### src/rtl/core/frt_pkg.sv
package frt_pkg;

  localparam logic [2:0] ST_WAIT     = 3'd0;
  localparam logic [2:0] ST_DONE     = 3'd1;
  localparam logic [2:0] ST_RANGE    = 3'd2;
  localparam logic [2:0] ST_TOO_LONG = 3'd3;
  localparam logic [2:0] ST_PRUNE    = 3'd4;

  localparam logic CMD_FRAG  = 1'b0;
  localparam logic CMD_PRUNE = 1'b1;

  localparam logic CFG_TIMEOUT = 1'b0;
  localparam logic CFG_MAXLEN  = 1'b1;

  localparam logic [31:0] TIMEOUT_RST = 32'd30000;
  localparam logic [12:0] MAXLEN_RST  = 13'd4096;

  // One queued transaction between the front and back parts
  typedef struct packed {
    logic        command;
    logic [63:0] id_high;
    logic [63:0] id_low;
    logic [7:0]  frag_index;
    logic [7:0]  total_frags;
    logic [8:0]  size;
    logic [31:0] now_ms;
  } frt_item_t;

endpackage

### src/rtl/core/frt_front.sv
module frt_front (
  input  logic                clk,
  input  logic                rst_n,
  input  logic                in_valid,
  input  frt_pkg::frt_item_t  in_item,
  output logic                q_full,
  output logic                q_valid,
  output frt_pkg::frt_item_t  q_item,
  input  logic                q_pop
);
  import frt_pkg::*;

  // Two-entry queue that parts the front from the back
  frt_item_t  ent_r [2];
  logic [1:0] cnt_r, cnt_nxt;
  logic       rd_r, rd_nxt;
  logic       wr_r, wr_nxt;

  assign q_full  = cnt_r[1];
  assign q_valid = cnt_r != 2'd0;
  assign q_item  = ent_r[rd_r];

  always_comb begin
    cnt_nxt = cnt_r + {1'b0, in_valid} - {1'b0, q_pop};
    rd_nxt  = rd_r ^ q_pop;
    wr_nxt  = wr_r ^ in_valid;
  end

  always_ff @(posedge clk) begin
    if (!rst_n) begin
      cnt_r <= '0;
      rd_r  <= 1'b0;
      wr_r  <= 1'b0;
    end else begin
      cnt_r <= cnt_nxt;
      rd_r  <= rd_nxt;
      wr_r  <= wr_nxt;
    end
    if (in_valid) ent_r[wr_r] <= in_item;
  end

endmodule

### config.mk
export PLATFORM = sky130hd
export DESIGN_NAME = frt_front
export DESIGN_NICKNAME = d
export VERILOG_FILES = /design/src/rtl/core/frt_pkg.sv /design/src/rtl/core/frt_front.sv
export SDC_FILE = /design/constraint.sdc
export NUM_CORES = 1
export LEC_CHECK = 0
export BUFFER_PORTS_ARGS = -buffer_cell sky130_fd_sc_hd__buf_2
export CELL_PAD_IN_SITES_DETAIL_PLACEMENT = 1
export CELL_PAD_IN_SITES_GLOBAL_PLACEMENT = 1
export CORE_MARGIN = 5
export CORE_UTILIZATION = 35
export CTS_BUF_LIST = sky130_fd_sc_hd__clkbuf_8
export DETAILED_ROUTE_END_ITERATION = 10
export HOLD_SLACK_MARGIN = 0.03
export PLACE_DENSITY_LB_ADDON = 0.1
export SLEW_MARGIN = 40
export SYNTH_ARGS = -nofsm -noshare
export SYNTH_HDL_FRONTEND = slang
export SYNTH_SLANG_ARGS = --single-unit
### constraint.sdc
create_clock -name clk -period 6.5 [get_ports clk]
set_clock_uncertainty 0.1 [all_clocks]
set_input_delay 0.325 -clock clk [delete_from_list [all_inputs] [get_ports clk]]
set_output_delay 0.325 -clock clk [all_outputs]
set_load 0.02 [all_outputs]
==> impl_metrics.tcl, run 1 <==
set metrics [dict create \
    critPathLaunchType "register" \
    global_route.usage.total_pct 14.8 \
    floorplan.initialDensity_pct 35.6 \
    min_period_over_period_pct 43.1 \
    number_of_slew_limit_violations_in_the_final_report 0 \
    clock_latency_ns 0.58 \
    post-route-util_pct 49.6 \
    critical_path.top_delay_family "buffers and inverters" \
    yosys.cell_count.top_type "sky130_fd_sc_hd__edfxtp_1" \
    rsz0062_at_grt "no" \
    floorplan.die.height_um 212 \
    h-tree-depth 3 \
    synth_seq_cells 377 \
    synth_edf_count 372 \
    grt_max_degree 82 \
    routed-via-count 7859 \
    final_net_count 1419 \
    drt_first_iter_violations 212 \
    gr-total-overflow 0 \
    period_minus_slack_ns 2.80 \
    postSynth.topFlopCell "sky130_fd_sc_hd__edfxtp_1" \
    tightestPinTransition_ns 0.746 \
    finalSetupTns_ns 0 \
    netlist-cell-type-count 13 \
    combined_buffer_and_inverter_count_along_the_critical_path 2 \
    timing.critical_path.arrival_ns 2.38 \
    synthesized_netlist_cell_count 599 \
    row_count 73 \
    endpoint_kind "primary output" \
    tritoncts "done" \
    setup_viol 0 \
    floorplan_die_area_um2 44800 \
    synth.area.top_cells "sky130_fd_sc_hd__edfxtp_1 78%, sky130_fd_sc_hd__mux2_4 15%, sky130_fd_sc_hd__mux2_2 3.6%, sky130_fd_sc_hd__buf_6 1.3%, sky130_fd_sc_hd__dfxtp_1 0.70%" \
    reg2reg_slack_ns 3.88 \
    hold_path_class "input port to register" \
    crit_path_max_fanout 81 \
    cts.sinks 377 \
    ant_nets 0 \
    synth_largest_type_area_fraction_pct 78.5 \
    cts_buffers 68 \
    r2r_start "wr_r" \
    worst_ep_required_time_ns 6.07 \
    routed_via_density 4.37 \
    max-clock-path-buffers 3 \
    layout.cell_area.non_filler_um2 19800 \
    total_power_per_unit_cell_area_nw_per_um2 291 \
    synth_fp_nets 793 \
    die-width_um 212 \
    worst_hold_depth 2 \
    rr_endpoint "ent_r[0][14]" \
    maxCapViolCount 0 \
    cell_with_the_largest_stage_delay_on_the_worst_path "sky130_fd_sc_hd__dfxtp_4" \
    nFillCells 3868 \
    min_from "in_item[106]" \
    post_synth.cell_area_avg_um2 23.8 \
    synth.yosys.warnings 0 \
    power_leakage_nw 7.85 \
    total_length_of_routed_wires_mm 34.5 \
    place.detailed.instances 1489 \
    path_clk_slew_ns 0.05 \
    outcome "finished, final reports clean" \
    fmax_mhz 357 \
    timing.reg2reg.worst_path_depth 4 \
    coreArea_um2 40000 \
    routed_wire_length_per_instance_um 19.2 \
    timing_hold_violations_final 0 \
    place_congestion 0.691 \
    ordered_list_of_cells_on_the_worst_path "buf_12 > mux2_2 > buf_2" \
    grt_pass1_wl_mm 50.7 \
    detail_route.drc_violations 0 \
    place_hpwl_mm 22.0 \
    pin_count 378 \
    antenna_found_initial 4 \
    dr.pass1.iters 4 \
    dpl-instance-area_um2 16700 \
    yosysSeqAreaShare_pct 79.2 \
    most_frequent_cells_after_synthesis "372 x sky130_fd_sc_hd__edfxtp_1, 140 x sky130_fd_sc_hd__mux2_4, 46 x sky130_fd_sc_hd__mux2_2" \
    root_buffer "sky130_fd_sc_hd__clkbuf_8" \
    finish.cell_count_without_fillers 1800 \
    numPortBuffers 377 \
    crit_path_max_incr_delay_ns 0.56 \
    post_synth_instance_area_um2 14200 \
    vias_in_the_first_global_route 8575 \
    layout-drive-gt1-share_pct 52.2 \
    synth_area_leader_cell "sky130_fd_sc_hd__edfxtp_1" \
    async_flop_share_pct 0 \
    crit_type "register to primary output" \
    timing.slew.headroom_pct 50.3 \
    syn_to_final_growth_pct 39.4 \
    ir_drop_v 0.000178 \
    hold_path_end "ent_r[0][106]" \
]
[registers in the layout, summed over array words and instances, names as in the netlist, named ones only]
name   count
rd_r       1
cnt_r      2
ent_r    372
wr_r       1
[what timing repair did]
action | 4_1_cts | 5_1_grt
endpoints found under the hold margin | 377 | 0
setup buffers | 0 | 0
gates resized for setup | 0 | 0
hold buffers | 190 | 0
[area by class of cell]
type	instances	area, um^2	area share [%]
Clock inverter	48	265	1.34
Inverter	3	11.3	0.0568
Clock buffer	70	963	4.86
Antenna cell	2	5.00	0.0252
Multi-Input combinational cell	198	2760	13.9
Tap cell	525	657	3.31
Timing Repair Buffer	577	3900	19.6
Sequential cell	377	11300	56.8
[cell families (layout without fill, tap and decap cells)]
family                   Yosys count  after routing  synth area share, %
other                              0              2                    0
flip-flops                       377            377                 79.2
multiplexers                     186            186                 18.4
adder cells (fa/ha/maj)            4              4                0.352
AND/OR/NAND/NOR                    6              6                0.264
XOR/XNOR                           2              2                0.220
buffers and inverters             24            698                 1.56
[layout by cell type, fill, tap and decap left out]
| cell | n |
|---|---|
| sky130_fd_sc_hd__edfxtp_1 | 372 |
| sky130_fd_sc_hd__ha_4 | 2 |
| sky130_fd_sc_hd__xnor3_1 | 1 |
| sky130_fd_sc_hd__buf_6 | 2 |
| sky130_fd_sc_hd__dfxtp_1 | 4 |
| sky130_fd_sc_hd__and2_1 | 3 |
| sky130_fd_sc_hd__buf_12 | 2 |
| sky130_fd_sc_hd__clkinv_1 | 17 |
| sky130_fd_sc_hd__clkbuf_8 | 70 |
| sky130_fd_sc_hd__clkinv_2 | 10 |
| sky130_fd_sc_hd__mux2_2 | 46 |
| sky130_fd_sc_hd__buf_4 | 6 |
| sky130_fd_sc_hd__dfxtp_4 | 1 |
| sky130_fd_sc_hd__diode_2 | 2 |
| sky130_fd_sc_hd__ha_1 | 2 |
| sky130_fd_sc_hd__buf_2 | 377 |
| sky130_fd_sc_hd__xor2_1 | 1 |
| sky130_fd_sc_hd__bufinv_16 | 2 |
| sky130_fd_sc_hd__dlygate4sd3_1 | 190 |
| sky130_fd_sc_hd__inv_1 | 17 |
| sky130_fd_sc_hd__inv_6 | 1 |
| sky130_fd_sc_hd__clkinvlp_4 | 4 |
| sky130_fd_sc_hd__nor2b_1 | 2 |
| sky130_fd_sc_hd__or2_2 | 1 |
| sky130_fd_sc_hd__mux2_4 | 140 |
[worst max-delay path by stage]
stage	start	to	slack, ns	cells after the start
floorplan	wr_r	ent_r[0][0]	1.18	2
global placement	in_valid	ent_r[0][27]	3.64	4
detailed placement	in_valid	ent_r[0][26]	3.63	4
CTS	register	q_item[37]	3.44	3
global route	register	q_item[40]	3.55	4
finish	register	q_item[13]	3.70	3
[power by group]
| part | switching (mW) | internal, mW |
|---|---|---|
| sequential | 0.0384 | 2.84 |
| combinational | 0.469 | 0.408 |
| clock | 0.942 | 1.08 |
| total | 1.45 | 4.33 |
[stage by stage]
stage	worst slack (ns)	power (mW)	hold WS [ns]
final	3.70	5.78	0.355
after global routing	3.55	6.07	0.308
after CTS	3.44	5.90	0.284
after detailed placement	3.63	3.73	0.417
after global placement	3.64	3.72	0.412
after floorplan	1.18	3.46	0.324
[per-layer routing]
layer	track usage [%]	wire (um)	up-vias
met5	0	24	-
met4	5.69	763	4
met3	4.95	2550	59
met2	25.1	17400	252
met1	17.6	13800	3892
li1	-	-	3652
(Power assumes the default switching activity.)
==> run 2, diff against run 1 <==
ABC_AREA = 1   (was default)
clock period = 2.35 ns   (was 6.5 ns; I/O delays follow)
==> run 2 against run 1 <==
Against the previous run: register-to-register slack got worse by 3.4 ns; clock power rose by 140%; non-clock buffer count rose by 14; first-iteration DRC count rose by 13%; worst setup slack got worse by 3.6 ns; worst hold slack got worse by 0.23 ns; final cell count rose by 0.56%; sequential power rose to 2.8 times the previous value; synthesized cell count rose by 1.3%; combinational power rose to 2.8 times the previous value; total power rose to 2.7 times the previous value; wire length rose by 1.0%; critical endpoint is now q_item[55].
==> impl_metrics.tcl, run 2 <==
set metrics [dict create \
    outcome "finished, final reports clean" \
    worst_ep_required_time_ns 2.13 \
    dpl-instance-area_um2 16900 \
    synth_largest_type_area_fraction_pct 78.5 \
    hold_path_end "ent_r[0][3]" \
    yosysSeqAreaShare_pct 79.2 \
    netlist-cell-type-count 13 \
    async_flop_share_pct 0 \
    ant_nets 0 \
    number_of_slew_limit_violations_in_the_final_report 0 \
    floorplan.initialDensity_pct 35.6 \
    synth_fp_nets 801 \
    root_buffer "sky130_fd_sc_hd__clkbuf_8" \
    synth.yosys.warnings 0 \
    worst_hold_depth 2 \
    largest_register_ffs 372 \
    setup_viol 0 \
    post_synth_instance_area_um2 14200 \
    synth.area.top_cells "sky130_fd_sc_hd__edfxtp_1 78%, sky130_fd_sc_hd__mux2_4 15%, sky130_fd_sc_hd__mux2_2 3.6%, sky130_fd_sc_hd__buf_6 1.3%, sky130_fd_sc_hd__dfxtp_1 0.70%" \
    routed_via_density 4.36 \
    period_minus_slack_ns 2.24 \
    cts_buffers 61 \
    reg2reg_slack_ns 0.48 \
    nFillCells 3866 \
    crit_path_max_fanout 16 \
    coreArea_um2 40000 \
    r2r_start "cnt_r[0]" \
    rr_endpoint "cnt_r[1]" \
    synth_area_leader_cell "sky130_fd_sc_hd__edfxtp_1" \
    regArea_um2 11300 \
    most_frequent_cells_after_synthesis "372 x sky130_fd_sc_hd__edfxtp_1, 140 x sky130_fd_sc_hd__mux2_4, 46 x sky130_fd_sc_hd__mux2_2" \
    antenna_found_initial 1 \
    h-tree-depth 2 \
    place_hpwl_mm 23.6 \
    global_route.usage.total_pct 14.9 \
    layout.cell_area.non_filler_um2 19900 \
    die-width_um 212 \
    detail_route.drc_violations 0 \
    timing.slew.headroom_pct 73.1 \
    power_leakage_nw 7.91 \
    final.hold.worst_slack_ns 0.122 \
    fmax_mhz 446 \
    numPortBuffers 377 \
    gr-total-overflow 0 \
    maxCapViolCount 0 \
    grt_max_degree 67 \
    syn_to_final_growth_pct 39.8 \
    finish.cell_count_without_fillers 1810 \
    report.power.total_mw 15.3 \
    synth_seq_cells 377 \
    finalSetupTns_ns 0 \
    place_congestion 0.733 \
    routed-via-count 7888 \
    tritoncts "done" \
    final_net_count 1434 \
    timing.critical_path.arrival_ns 2.02 \
    ir_drop_v 0.000465 \
    layout-drive-gt1-share_pct 51.2 \
    total_power_per_unit_cell_area_nw_per_um2 771 \
    timing_hold_violations_final 0 \
    largest_registers "ent_r x372, cnt_r x2" \
    antenna_cells_inserted 0 \
    layout_commonest_cell "sky130_fd_sc_hd__buf_2" \
    min_period_over_period_pct 95.4 \
    dr.pass1.iters 4 \
    post_synth.cell_area_avg_um2 23.4 \
    hold_path_class "input port to register" \
    registers.top_by_ff_count "ent_r" \
    total_length_of_routed_wires_mm 34.9 \
    grt_pass1_wl_mm 51.2 \
    max-clock-path-buffers 3 \
    floorplan_die_area_um2 44800 \
    yosys.cell_count.top_type "sky130_fd_sc_hd__edfxtp_1" \
    tightestPinTransition_ns 0.403 \
    pin_count 378 \
    critPathLaunchType "register" \
    vias_in_the_first_global_route 8775 \
    clock_latency_ns 0.61 \
    multiInputGateArea_um2 2750 \
    crit_type "register to primary output" \
    synth_edf_count 372 \
    cts.sinks 377 \
    min_from "in_item[3]" \
    routed_wire_length_per_instance_um 19.3 \
    final_cell_mix "377 x sky130_fd_sc_hd__buf_2, 372 x sky130_fd_sc_hd__edfxtp_1, 191 x sky130_fd_sc_hd__dlygate4sd3_1, 140 x sky130_fd_sc_hd__mux2_4, 63 x sky130_fd_sc_hd__clkbuf_8" \
    timing.reg2reg.worst_path_depth 9 \
    drt_first_iter_violations 240 \
    postSynth.topFlopCell "sky130_fd_sc_hd__edfxtp_1" \
    synthesized_netlist_cell_count 607 \
    endpoint_kind "primary output" \
    path_clk_slew_ns 0.06 \
    place.detailed.instances 1510 \
    row_count 73 \
    floorplan.die.height_um 212 \
    rsz0062_at_grt "yes" \
]
==> run 2: cell type report <==
class,count,area share [%]
Sequential cell,377,56.7
Tap cell,525,3.30
Inverter,7,0.132
Clock buffer,63,4.36
Clock inverter,45,0.899
Multi-Input combinational cell,202,13.8
Timing Repair Buffer,591,20.9
==> run 2: timing repair <==
action	CTS	global route
cloned	0	0
setup buffers	1	0
gates resized for setup	0	0
hold buffers	191	0
hold endpoints to repair	398	0
setup endpoints to repair	114	19
==> run 2: how the worst max path moves through the flow <==
stage	to	cells past startpoint
2_1_floorplan	ent_r[0][0]	2
3_3_place_gp	q_item[1]	3
3_5_place_dp	q_item[55]	3
6_report	q_item[55]	3
4_1_cts	q_item[55]	3
5_1_grt	q_item[4]	3
==> run 2: cells by family after synthesis <==
| kind of cell | share of synthesized area, % |
|---|---|
| compound gates | 0.0351 |
| xor+xnor | 0.0616 |
| fa+ha+maj | 0.352 |
| buf+inv | 1.67 |
| flops | 79.2 |
| mux | 18.4 |
| simple gates | 0.273 |
==> run 2: report_power, final <==
group / internal, mW / switching [mW]
Clock: 2.45 / 2.43
Sequential: 7.86 / 0.108
Combinational: 1.18 / 1.31
Total: 11.5 / 3.85
==> run 2: routing by layer <==
metal	global-route usage [%]	wire length [um]	vias up
met3	4.73	2580	57
met5	0	7	-
met2	26.5	18000	248
li1	-	-	3681
met1	17.2	13500	3900
met4	4.91	766	2
==> run 2: through the flow <==
| stage | worst slack (ns) | utilization, % |
|---|---|---|
| finish | 0.109 | 49.7 |
| global route | -0.0190 | 49.7 |
| CTS | -0.00452 | 49.7 |
| detailed placement | 0.599 | 42.3 |
| global placement | 0.626 | 42.3 |
| floorplan | 0.0558 | - |
==> run 2: critical path, stage by stage, from the launching register on <==
cell and delay (ns):
sky130_fd_sc_hd__dfxtp_4 0.53, sky130_fd_sc_hd__buf_4 0.37, sky130_fd_sc_hd__mux2_4 0.34, sky130_fd_sc_hd__buf_2 0.16
